<file path="config.mk">
export PLATFORM = sky130hd
export DESIGN_NAME = i2c_multi_slave_register_file
export DESIGN_NICKNAME = d
export VERILOG_FILES = /design/src/i2c_rf_pkg.sv /design/src/i2c_multi_slave_register_file.sv /design/src/i2c_rf_ctrl.sv /design/src/i2c_rf_datapath.sv
export SDC_FILE = /design/constraint.sdc
export NUM_CORES = 2
export LEC_CHECK = 0
export ABC_AREA = 1
export ABC_CLOCK_PERIOD_IN_PS = 6300
export BUFFER_PORTS_ARGS = -buffer_cell sky130_fd_sc_hd__buf_2
export CORE_MARGIN = 5
export CORE_UTILIZATION = 35
export CTS_BUF_LIST = sky130_fd_sc_hd__clkbuf_8
export DETAILED_ROUTE_END_ITERATION = 10
export HOLD_SLACK_MARGIN = 0.15
export SLEW_MARGIN = 40
export SYNTH_ARGS = -nofsm -noshare
export SYNTH_HDL_FRONTEND = slang
export SYNTH_SLANG_ARGS = --single-unit
</file>
<file path="constraint.sdc">
create_clock -name clk -period 6.3 [get_ports clk]
set_clock_uncertainty 0.05 [all_clocks]
set_input_delay 1.89 -clock clk [delete_from_list [all_inputs] [get_ports clk]]
set_output_delay 1.89 -clock clk [all_outputs]
set_load 0.02 [all_outputs]
</file>
<file path="src/i2c_rf_pkg.sv">
`default_nettype none
// ----------------------------------------------------------------------------
// I2C register file package
// Shared sizes, codes and the command bundle from controller to datapath.
// ----------------------------------------------------------------------------
package i2c_rf_pkg;

    localparam int BANK_COUNT    = 2;
    localparam int REGS_PER_BANK = 76;
    localparam int MEM_DEPTH     = BANK_COUNT * REGS_PER_BANK;
    localparam int ADDR_W        = $clog2(MEM_DEPTH);
    localparam int PTR_W         = 7;
    localparam int CFG_INDEX_W   = 2;
    localparam int CFG_DATA_W    = 8;

    localparam logic [7:0]       REG_LOW_LAST   = 8'h45;
    localparam logic [7:0]       REG_HIGH_FIRST = 8'hFA;
    localparam logic [PTR_W-1:0] REG_HIGH_ENTRY = 7'h46;

    localparam logic [1:0] NO_BANK = 2'd3;

    localparam logic [6:0] FIRST_ADDR_RESET  = 7'h40;
    localparam logic [6:0] SECOND_ADDR_RESET = 7'h60;
    localparam logic [7:0] WMASK_RESET       = 8'hFF;

    typedef enum logic [1:0] {
        ACT_START = 2'd0,
        ACT_BYTE  = 2'd1,
        ACT_ACK   = 2'd2,
        ACT_STOP  = 2'd3
    } act_t;

    typedef enum logic [CFG_INDEX_W-1:0] {
        CFG_FIRST_ADDR  = 2'd0,
        CFG_SECOND_ADDR = 2'd1,
        CFG_WMASK       = 2'd2
    } cfg_idx_t;

    typedef struct packed {
        logic capture;
        logic execute;
    } ctrl_cmd_t;

endpackage
`default_nettype wire

</file>
<file path="src/i2c_multi_slave_register_file.sv">
`default_nettype none
// ----------------------------------------------------------------------------
// I2C multi-slave register file
// A result is registered when its event executes, after its capture; it waits
// while an earlier result is held. A new event is taken only after the last
// has executed; the register bank memory is read on capture ahead of each update.
// A finished result waits in the output register while the next event is taken.
// Reset clears all control state; bank entries read as zero until written.
// ----------------------------------------------------------------------------
module i2c_multi_slave_register_file
    import i2c_rf_pkg::*;
(
    input  wire logic                   clk,
    input  wire logic                   rst_n,
    input  wire logic                   cfg_we,
    input  wire logic [CFG_INDEX_W-1:0] cfg_index,
    input  wire logic [CFG_DATA_W-1:0]  cfg_data,
    input  wire logic                   in_valid,
    output logic                        in_ready,
    input  wire logic [1:0]             action,
    input  wire logic [7:0]             bus_byte,
    input  wire logic                   master_nak,
    output logic                        out_valid,
    input  wire logic                   out_ready,
    output logic                        ack_drive,
    output logic                        send_valid,
    output logic [7:0]                  send_byte,
    output logic                        busy_res,
    output logic                        write_done,
    output logic                        written_bank,
    output logic [7:0]                  written_count
);

    ctrl_cmd_t cmd;

    i2c_rf_ctrl u_ctrl (
        .clk       (clk),
        .rst_n     (rst_n),
        .in_valid  (in_valid),
        .in_ready  (in_ready),
        .out_valid (out_valid),
        .out_ready (out_ready),
        .cmd       (cmd)
    );

    i2c_rf_datapath u_datapath (
        .clk           (clk),
        .rst_n         (rst_n),
        .cmd           (cmd),
        .cfg_we        (cfg_we),
        .cfg_index     (cfg_index),
        .cfg_data      (cfg_data),
        .action        (action),
        .bus_byte      (bus_byte),
        .master_nak    (master_nak),
        .ack_drive     (ack_drive),
        .send_valid    (send_valid),
        .send_byte     (send_byte),
        .busy_res      (busy_res),
        .write_done    (write_done),
        .written_bank  (written_bank),
        .written_count (written_count)
    );

    // Only one event is in flight at a time.
    a_one_in_flight: assert property (@(posedge clk) disable iff (!rst_n)
        (in_valid && in_ready) |=> !in_ready)
        else $error("event accepted while another was in flight");

    // A stop always leaves the bus phase idle.
    a_done_not_busy: assert property (@(posedge clk) disable iff (!rst_n)
        (out_valid && write_done) |-> !busy_res)
        else $error("write report while still busy");

    // A transmitted beat comes from an acknowledge slot only.
    a_send_alone: assert property (@(posedge clk) disable iff (!rst_n)
        (out_valid && send_valid) |-> (!ack_drive && !write_done))
        else $error("send beat mixed with other responses");

    // A count is reported only together with the done flag.
    a_count_with_done: assert property (@(posedge clk) disable iff (!rst_n)
        (out_valid && (written_count != 8'd0 || written_bank)) |-> write_done)
        else $error("write count without done flag");

endmodule
`default_nettype wire

</file>
<file path="src/i2c_rf_ctrl.sv">
`default_nettype none
// ----------------------------------------------------------------------------
// I2C register file controller
// Sequences capture and execution of one bus event and owns the result valid.
// ----------------------------------------------------------------------------
module i2c_rf_ctrl
    import i2c_rf_pkg::*;
(
    input  wire logic      clk,
    input  wire logic      rst_n,
    input  wire logic      in_valid,
    output logic           in_ready,
    output logic           out_valid,
    input  wire logic      out_ready,
    output ctrl_cmd_t      cmd
);

    typedef enum logic [1:0] {
        S_WAIT = 2'b01,
        S_EXEC = 2'b10
    } state_t;

    state_t state_reg;
    state_t state_next;
    logic   out_valid_reg;
    logic   out_valid_next;

    always_comb
    begin
        state_next     = state_reg;
        out_valid_next = out_valid_reg && !out_ready;
        cmd            = '0;
        in_ready       = 1'b0;
        case (state_reg)
            S_WAIT:
            begin
                in_ready = 1'b1;
                if (in_valid)
                begin
                    cmd.capture = 1'b1;
                    state_next  = S_EXEC;
                end
            end
            S_EXEC:
            begin
                if (!out_valid_reg || out_ready)
                begin
                    cmd.execute    = 1'b1;
                    out_valid_next = 1'b1;
                    state_next     = S_WAIT;
                end
            end
            default:
            begin
                state_next = S_WAIT;
            end
        endcase
    end

    always_ff @(posedge clk or negedge rst_n)
    begin
        if (!rst_n)
        begin
            state_reg     <= S_WAIT;
            out_valid_reg <= 1'b0;
        end
        else
        begin
            state_reg     <= state_next;
            out_valid_reg <= out_valid_next;
        end
    end

    assign out_valid = out_valid_reg;

endmodule
`default_nettype wire

</file>
<file path="src/i2c_rf_datapath.sv">
`default_nettype none
// ----------------------------------------------------------------------------
// I2C register file datapath
// Bus phase, bank select, pointer, write counts, register banks and results.
// ----------------------------------------------------------------------------
module i2c_rf_datapath
    import i2c_rf_pkg::*;
(
    input  wire logic                   clk,
    input  wire logic                   rst_n,
    input  wire ctrl_cmd_t              cmd,
    input  wire logic                   cfg_we,
    input  wire logic [CFG_INDEX_W-1:0] cfg_index,
    input  wire logic [CFG_DATA_W-1:0]  cfg_data,
    input  wire logic [1:0]             action,
    input  wire logic [7:0]             bus_byte,
    input  wire logic                   master_nak,
    output logic                        ack_drive,
    output logic                        send_valid,
    output logic [7:0]                  send_byte,
    output logic                        busy_res,
    output logic                        write_done,
    output logic                        written_bank,
    output logic [7:0]                  written_count
);

    typedef enum logic [4:0] {
        PH_ADDR  = 5'b00001,
        PH_REG   = 5'b00010,
        PH_READ  = 5'b00100,
        PH_WRITE = 5'b01000,
        PH_IDLE  = 5'b10000
    } phase_t;

    logic [6:0]       first_addr_reg;
    logic [6:0]       second_addr_reg;
    logic [7:0]       wmask_reg;

    phase_t           phase_reg;
    phase_t           phase_next;
    logic [1:0]       bank_reg;
    logic [1:0]       bank_next;
    logic [PTR_W-1:0] ptr_reg;
    logic [PTR_W-1:0] ptr_next;
    logic [7:0]       count_reg [BANK_COUNT];
    logic [7:0]       count_next [BANK_COUNT];

    logic [7:0]       mem_reg [MEM_DEPTH];
    logic             entry_valid_reg [MEM_DEPTH];
    logic [7:0]       mem_q_reg;
    logic [ADDR_W-1:0] addr_reg;
    logic [ADDR_W-1:0] addr_now;

    act_t             act_reg;
    logic [7:0]       byte_reg;
    logic             nak_reg;

    logic             mem_we;
    logic [7:0]       mem_wdata;
    logic [7:0]       old_byte;
    logic             bank_ok;
    logic [6:0]       bus_addr;
    logic [1:0]       found;
    logic [PTR_W-1:0] ptr_adv;

    logic             ack_next;
    logic             svalid_next;
    logic [7:0]       sbyte_next;
    logic             wdone_next;
    logic             wbank_next;
    logic [7:0]       wcount_next;

    logic             ack_drive_reg;
    logic             send_valid_reg;
    logic [7:0]       send_byte_reg;
    logic             busy_res_reg;
    logic             write_done_reg;
    logic             written_bank_reg;
    logic [7:0]       written_count_reg;

    always_ff @(posedge clk or negedge rst_n)
    begin
        if (!rst_n)
        begin
            first_addr_reg  <= FIRST_ADDR_RESET;
            second_addr_reg <= SECOND_ADDR_RESET;
            wmask_reg       <= WMASK_RESET;
        end
        else if (cfg_we)
        begin
            case (cfg_idx_t'(cfg_index))
                CFG_FIRST_ADDR:  first_addr_reg  <= cfg_data[6:0];
                CFG_SECOND_ADDR: second_addr_reg <= cfg_data[6:0];
                CFG_WMASK:       wmask_reg       <= cfg_data;
                default:         wmask_reg       <= wmask_reg;
            endcase
        end
    end

    assign addr_now = bank_reg[0] ? ADDR_W'(REGS_PER_BANK) + ADDR_W'(ptr_reg)
                                  : ADDR_W'(ptr_reg);
    assign bank_ok  = (bank_reg < 2'(BANK_COUNT));
    assign old_byte = entry_valid_reg[addr_reg] ? mem_q_reg : 8'd0;
    assign bus_addr = byte_reg[7:1];
    assign ptr_adv  = (ptr_reg == PTR_W'(REGS_PER_BANK - 1)) ? '0 : ptr_reg + 1'b1;

    always_comb
    begin
        if (bus_addr == first_addr_reg)
        begin
            found = 2'd0;
        end
        else if (BANK_COUNT > 1 && bus_addr == second_addr_reg)
        begin
            found = 2'd1;
        end
        else
        begin
            found = NO_BANK;
        end
    end

    always_comb
    begin
        phase_next  = phase_reg;
        bank_next   = bank_reg;
        ptr_next    = ptr_reg;
        count_next  = count_reg;
        mem_we      = 1'b0;
        mem_wdata   = (old_byte & ~wmask_reg) | (byte_reg & wmask_reg);
        ack_next    = 1'b0;
        svalid_next = 1'b0;
        sbyte_next  = 8'd0;
        wdone_next  = 1'b0;
        wbank_next  = 1'b0;
        wcount_next = 8'd0;
        if (cmd.execute)
        begin
            case (act_reg)
                ACT_START:
                begin
                    phase_next = PH_ADDR;
                end
                ACT_BYTE:
                begin
                    case (phase_reg)
                        PH_ADDR:
                        begin
                            bank_next = found;
                            if (bus_addr == 7'd0 || found == NO_BANK)
                            begin
                                phase_next = PH_IDLE;
                            end
                            else
                            begin
                                ack_next = 1'b1;
                                if (byte_reg[0])
                                begin
                                    phase_next = PH_READ;
                                end
                                else
                                begin
                                    ptr_next             = '0;
                                    phase_next           = PH_REG;
                                    count_next[found[0]] = 8'd1;
                                end
                            end
                        end
                        PH_REG:
                        begin
                            if (byte_reg <= REG_LOW_LAST)
                            begin
                                ptr_next   = byte_reg[PTR_W-1:0];
                                phase_next = PH_WRITE;
                                ack_next   = 1'b1;
                            end
                            else if (byte_reg >= REG_HIGH_FIRST)
                            begin
                                ptr_next   = PTR_W'(byte_reg - REG_HIGH_FIRST) + REG_HIGH_ENTRY;
                                phase_next = PH_WRITE;
                                ack_next   = 1'b1;
                            end
                            else
                            begin
                                phase_next = PH_IDLE;
                            end
                        end
                        PH_WRITE:
                        begin
                            if (bank_ok)
                            begin
                                mem_we                  = 1'b1;
                                count_next[bank_reg[0]] = count_reg[bank_reg[0]] + 8'd1;
                            end
                            ptr_next = ptr_adv;
                            ack_next = 1'b1;
                        end
                        default:
                        begin
                            ack_next = 1'b0;
                        end
                    endcase
                end
                ACT_ACK:
                begin
                    if (phase_reg == PH_READ)
                    begin
                        if (nak_reg)
                        begin
                            ptr_next   = '0;
                            phase_next = PH_IDLE;
                        end
                        else
                        begin
                            svalid_next = 1'b1;
                            sbyte_next  = bank_ok ? old_byte : 8'd0;
                            ptr_next    = ptr_adv;
                        end
                    end
                end
                default:
                begin
                    if (phase_reg == PH_WRITE && bank_ok && count_reg[bank_reg[0]] != 8'd0)
                    begin
                        wdone_next              = 1'b1;
                        wbank_next              = bank_reg[0];
                        wcount_next             = count_reg[bank_reg[0]];
                        count_next[bank_reg[0]] = 8'd0;
                    end
                    phase_next = PH_IDLE;
                end
            endcase
        end
    end

    always_ff @(posedge clk or negedge rst_n)
    begin
        if (!rst_n)
        begin
            phase_reg <= PH_ADDR;
            bank_reg  <= NO_BANK;
            ptr_reg   <= '0;
            for (int i = 0; i < BANK_COUNT; i++)
            begin
                count_reg[i] <= 8'd0;
            end
            for (int i = 0; i < MEM_DEPTH; i++)
            begin
                entry_valid_reg[i] <= 1'b0;
            end
        end
        else
        begin
            phase_reg  <= phase_next;
            bank_reg   <= bank_next;
            ptr_reg    <= ptr_next;
            count_reg  <= count_next;
            if (mem_we)
            begin
                entry_valid_reg[addr_reg] <= 1'b1;
            end
        end
    end

    always_ff @(posedge clk)
    begin
        if (cmd.capture)
        begin
            act_reg   <= act_t'(action);
            byte_reg  <= bus_byte;
            nak_reg   <= master_nak;
            addr_reg  <= addr_now;
            mem_q_reg <= mem_reg[addr_now];
        end
        if (mem_we)
        begin
            mem_reg[addr_reg] <= mem_wdata;
        end
        if (cmd.execute)
        begin
            ack_drive_reg     <= ack_next;
            send_valid_reg    <= svalid_next;
            send_byte_reg     <= sbyte_next;
            busy_res_reg      <= (phase_next == PH_REG) || (phase_next == PH_READ) ||
                                 (phase_next == PH_WRITE);
            write_done_reg    <= wdone_next;
            written_bank_reg  <= wbank_next;
            written_count_reg <= wcount_next;
        end
    end

    assign ack_drive     = ack_drive_reg;
    assign send_valid    = send_valid_reg;
    assign send_byte     = send_byte_reg;
    assign busy_res      = busy_res_reg;
    assign write_done    = write_done_reg;
    assign written_bank  = written_bank_reg;
    assign written_count = written_count_reg;

endmodule
`default_nettype wire
</file>
## Yosys cells after proc, flatten, opt, wreduce, memory -nomap -nowiden

Memory sizes are Yosys's and may differ from the RTL's. A register that Yosys moved wholly into a read port is not among the register bits.
Index checks and enable logic that the tools add are counted.

| cells by class | value |
|---|---|
| $add $sub $neg | 5 |
| order comparisons | 9 |
| equality and inequality tests | 26 |
| multiplexer cells | 63 |
| bitwise gates (word level) | 18 |
| reduce and logical (&&, ||, !) cells | 30 |

Operators with widths:

| cell | count |
|---|---|
| $or 152x152->152 | 1 |
| $mux 16 | 4 |
| $pmux 16 s2 | 2 |
| $mux 8 | 7 |
| $mux 7 | 7 |
| $mux 5 | 6 |
| $mux 1 | 21 |
| $pmux 7 s3 | 1 |
| $and 16x16->16 | 1 |
| $and 8x8->8 | 2 |
| $bwmux 16 | 1 |
| $demux 8 s1 | 2 |
| $not 16->16 | 1 |
| $pmux 5 s3 | 1 |
| $and 14x14->14 | 1 |
| $eq 7x7->1 | 2 |
| $not 14->14 | 1 |
| $pmux 7 s2 | 1 |
| $reduce_and 7->1 | 2 |
| $eq 5x2->1 const B | 2 |
| $eq 5x3->1 const B | 2 |
| $eq 5x4->1 const B | 2 |
| $pmux 5 s2 | 1 |
| $reduce_and 2->1 | 5 |
| 45 further kinds | 75 |

| storage, ports and cells | value |
|---|---|
| bits in registers | 247 |
| RAM bits | 1216 |
| bits of input ports | 26 |
| output and inout port bits | 23 |
| logic and storage cells | 325 |
| memories | 1 |

Memory list:

| memory | words | bits a word | rd ports | clocked after memory_dff | write ports | line | text |
|---|---|---|---|---|---|---|---|
| u_datapath.mem_reg | 152 | 8 | 1 | 1 | 1 | i2c_rf_datapath.sv:48 | `logic [7:0] mem_reg [MEM_DEPTH];` |

## Longest topological paths before layout

| logic depth | value |
|---|---|
| depth after elaboration | 14 |
| depth in mapped cells | 18 |
| mapped depth without buffers | 16 |

## By module

A second synthesis with hierarchy kept.

| unflattened totals | value |
|---|---|
| cells, all modules | 5323 |
| area total of the unflattened synthesis | 60982.2 µm² |

Modules (own cells, without submodules):

| module | times used | cells each | area an instance (µm²) | seq. area each (µm²) |
|---|---|---|---|---|
| i2c_rf_datapath | 1 | 5302 | 60835.8 | 43078.8 |
| i2c_rf_ctrl | 1 | 21 | 146.4 | 76.3 |

## Worst setup path before layout

No wires, ideal clock.

| path | value |
|---|---|
| path kind | input -> register |
| start point | in out_ready |
| end point | mem u_datapath.mem_reg[137][0] (enable) |
| library setup time | 370 ps |
| arrival time | 3909 ps |
| required time | 5880 ps |
| setup slack | 1971 ps |
| stages on the path | 7 |
| path buffers | 1 |
| path through | inv_1 a21oi_2 nand3_2 nor2_1 nand2_1 clkbuf_1 nor2_1 |

RTL lines:

| what | line | text |
|---|---|---|
| from (decl) | i2c_multi_slave_register_file.sv:24 | `input wire logic out_ready,` |
| to (decl) | i2c_rf_datapath.sv:48 |  |

## Final worst setup path

| path | value |
|---|---|
| start point | reg u_datapath.addr_reg[0] |
| end point | mem u_datapath.mem_reg[87][7] (data pin) |

| between the ends | value |
|---|---|
| word-level cells in the longest chain between the ends | 7 |

Ends and longest elaborated chain:

| what | line | text |
|---|---|---|
| from (decl) | i2c_rf_datapath.sv:51 | `logic [ADDR_W-1:0] addr_reg;` |
| from (signal assigned) | i2c_rf_datapath.sv:272 | `addr_reg <= addr_now;` |
| $not 8->9 (not written as such) | i2c_rf_datapath.sv:103 | `assign old_byte = entry_valid_reg[addr_reg] ? mem_q_reg : 8'd0;` |
| $bmux 1 s8 | i2c_rf_datapath.sv:103 |  |
| $mux 1 (not written as such) (2 in a row) | i2c_rf_datapath.sv:103 |  |
| $mux 8 | i2c_rf_datapath.sv:103 |  |
| $and 8x8->8 | i2c_rf_datapath.sv:130 | `mem_wdata = (old_byte & ~wmask_reg) \| (byte_reg & wmask_reg);` |
| $or 8x8->8 | i2c_rf_datapath.sv:130 |  |
| named net u_datapath.mem_wdata[7] | i2c_rf_datapath.sv:59 | `logic [7:0] mem_wdata;` |

The timed path passes the listed nets, and every way through them passes these cells. The select of a mux whose other input is x is not followed.

==> run metrics <==
Hold Vio Cnt, Final=0; ratio of cells with drive above 1 in the final layout=a little over a tenth; mux cell area share after synthesis=less than 1%; combinational share of power=between 10% and 20%; endpoint type of the worst setup path=flip-flop; First-pass DRT Iterations=6; CP cell instances=inv_2 > nand2_1 > nor2_1 > nor2_1 > nand2_1 > nand2_1 > nand2_1 > nor2_1 > nor2_1 > nor2_1 > nand2_1 > nand2_1 > nand3_2 > nand3_1 > nand2_4 > buf_12; PnR worst setup slack=slightly above 2000 ps; register bit count reported by yosys=roughly 1500; initial core utilization=roughly a third; vias in the first global route=between 30000 and 40000; unrepaired setup endpoints after global routing=no; H-tree depth=4; Synth Area in Compound Gates=10.40%; number of buffers and inverters on the critical path=2; row count=153; Num CTS Buffers=229; worst-path fanout max=~110; register area share after synthesis=70.85%; crit start category=flip-flop; Clk pwr share=about 33%; Pint=approximately 16 mW; drt total wl=between 150 and 200 mm; worst rel slew slack=between 40% and 50%; Post-CTS Setup Repair Bufs=0; largest family of logic cells by synthesized area=simple AND/OR/NAND/NOR gates; Net Sw Power=approximately 7.4 mW; XOR/XNOR share of the synthesized area=0.3533%; synthesized cell area=0.06091 mm^2; Ys Warns=0; run status=finished clean; number of synthesized flops with an enable pin=about 1300; CTS clk-pin slew, worst paths=around 60 ps; most numerous cell on the critical path=nand2_1; DP HPWL=98.65 mm; Synth Area in Adders=less than 1%; Tightest Pin Transition=895.9 ps; CTS tree=built; Final TNS setup=0 ps; sequential power share=roughly 48%; core area=about 0.17 mm^2; Finish-stage setup viols=0; final worst-path cycle share=~68%; crit path time final=between 4000 and 5000 ps; Main synth FF type=edfxtp_1; Placer Congestion=around 0.87; # DRC=0; first-pass GRT wire length=approximately 250 mm; ys async rst share=roughly 14%; PwrDens=344.5 mW/mm^2; Place WS=~1800 ps; Worst Path Class, Setup=flip-flop to flip-flop; DRT iter0 DRCs=roughly 4200; Port Buffers=48; Longest Clk Path Bufs=3; die area=between 0.15 and 0.2 mm^2; max-slew violations=0; number of vias per cell=roughly 5.2; Syn Inst Count=around 5300; Max Freq=234.9 MHz; ANT nets after route=0; Hold Path Class=flip-flop to flip-flop; GRT Total Usage=18.10%; largest net degree at the start of global routing=between 200 and 250; Mean Syn Cell Area=approximately 11 um^2; synth unique cells=46; switching share of power=between 30% and 40%; IO Pins=between 40 and 50; max_cap viols=0; Largest register FFs=around 1200; CP max stage delay=roughly 580 ps; routed len/inst=21.38 um; clk_lat worst skew=970 ps; Root Buffer=clkbuf_8; static leakage=around 25 nW; syn_nets=roughly 5300; Simple-Gate Fraction of Synth Area=~15%; Worst EP required=6880 ps; nets=about 5400; Area Growth Syn to Fin=12.27%; Die Ht=about 430 um; clock sinks=1471; post-CTS resize count=0; Vias=a little over 40000; critical path's slowest cell=nand2_1; CTS hold repair buffers=0; worst IR drop on VDD=between 0.2 and 0.3 mV; remaining global-route overflow=0; Die X-Extent=roughly 430 um; cell family with most CP delay=simple AND/OR/NAND/NOR gates; CP Data Arrival Time=just under 5000 ps; initial antenna violation count=3
[power groups by stage]
| stage | Clock (mW) | Combinational [mW] | Sequential (mW) |
|---|---|---|---|
| floorplan | 0 | 2.43 | 11.4 |
| global placement | 0 | 4.45 | 11.4 |
| detailed placement | 0 | 4.50 | 11.4 |
| CTS | 7.94 | 4.51 | 11.2 |
| global route | 8.40 | 4.85 | 11.2 |
| finish | 7.77 | 4.58 | 11.2 |
[area by class of cell]
type | instances | area (um^2)
antenna | 2 | 5.005
clock buffer | 253 | 3482
sequential | 1471 | 43160
tap | 2325 | 2909
clock inverter | 175 | 1012
inverter | 178 | 690.7
fill | 16630 | 105100
multi-input combinational | 3315 | 15870
timing repair buffer | 137 | 1261
[per-layer routing]
metal	vias up	part of all wire, %	GRT usage, %
li1	18860	-	-
met1	20230	42	24.75
met2	1600	46	28.53
met3	348	7.7	3.481
met4	0	3.7	7.165
met5	-	0	0
[cell families (layout without fill, tap and decap cells)]
family	count (synthesis)	after routing
fa+ha+maj	15	15
other cells	0	2
simple gates	2157	2157
buf+inv	517	743
xor+xnor	22	22
flops	1471	1471
mux	1	1
compound gates	1120	1120
[cells in the final DEF, fill, tap and decap left out, types with 4 or more instances in the layout]
cell type,n
buf_12,22
or2_1,11
inv_1,259
nor2_1,991
bufinv_16,8
nor3_1,12
nand4_1,18
inv_2,10
a21oi_1,31
nand2_8,6
nand2_4,4
edfxtp_1,1264
inv_12,5
buf_2,47
clkinv_1,42
o211ai_1,179
o221ai_1,33
dfrtp_1,190
o21ai_0,764
or2_2,74
clkbuf_8,253
xor2_1,6
o21ai_1,14
o22ai_1,81
nor2_2,24
xnor2_1,12
ha_1,15
dfstp_2,15
buf_4,62
nand2_1,665
nand3_2,5
o21a_1,5
clkinv_2,17
nand3_1,330
nand2_2,12
[worst paths after layout]
kind	from	end	slack (ps)	depth (start not counted)
max	u_datapath.addr_reg[0]$_DFFE_PP_	u_datapath.mem_reg[87][7]$_DFFE_PP_	2040	16
min	u_datapath.entry_valid_reg[91]$_DFFE_PN0P_	u_datapath.entry_valid_reg[91]$_DFFE_PN0P_	400	2
max reg2reg	u_datapath.addr_reg[0]$_DFFE_PP_	u_datapath.mem_reg[87][7]$_DFFE_PP_	2040	16
min reg2reg	u_datapath.entry_valid_reg[91]$_DFFE_PN0P_	u_datapath.entry_valid_reg[91]$_DFFE_PN0P_	400	2
max in group asynchronous	rst_n	u_datapath.entry_valid_reg[48]$_DFFE_PN0P_	4300	2
min in group asynchronous	rst_n	u_datapath.count_reg[5]$_DFFE_PN0P_	820	1
[worst min-delay path: cells and delay by family (launching register included)]
| family | cells | cell delay, ps |
|---|---|---|
| DFF | 1 | 320 |
| buffers and inverters | 1 | 40 |
| AOI/OAI and AO/OA | 1 | 60 |
[stage by stage]
step	utilization, %	hold WS [ps]	total power, mW	instances	area (um^2)
after global routing	39.43	419.5	24.47	7855	68390
final	39.43	403.2	23.56	7856	68390
after global placement	36.68	385.3	15.86	7422	63620
after detailed placement	36.76	390.3	15.91	7423	63750
after floorplan	-	374.0	13.88	5303	60910
after CTS	39.35	404.8	23.66	7851	68240
[synthesized netlist by cell type (4+ instances only)]
library cell	n	area, um^2
buf_1	19	71.32
inv_2	12	45.04
dfrtp_1	192	4805
nor2_1	1013	3802
nand2_1	681	2556
o21ai_0	765	3829
nor3_1	12	60.06
o221ai_1	33	289.0
o22ai_1	81	506.7
or2_1	11	68.82
clkbuf_1	187	701.9
o21a_1	5	37.54
ha_1	15	187.7
nand4_1	18	112.6
a21oi_1	31	155.2
xnor2_1	12	105.1
o211ai_1	179	1344
edfxtp_1	1264	37960
inv_1	163	611.8
or2_2	74	462.9
dfstp_2	15	394.1
xor2_1	7	61.31
buf_2	114	570.6
o21ai_1	14	70.07
buf_4	15	112.6
nand3_1	332	1662
nor2_2	4	25.02
nand2_2	6	37.54
No activity file was read; power rests on OpenSTA's default activity.
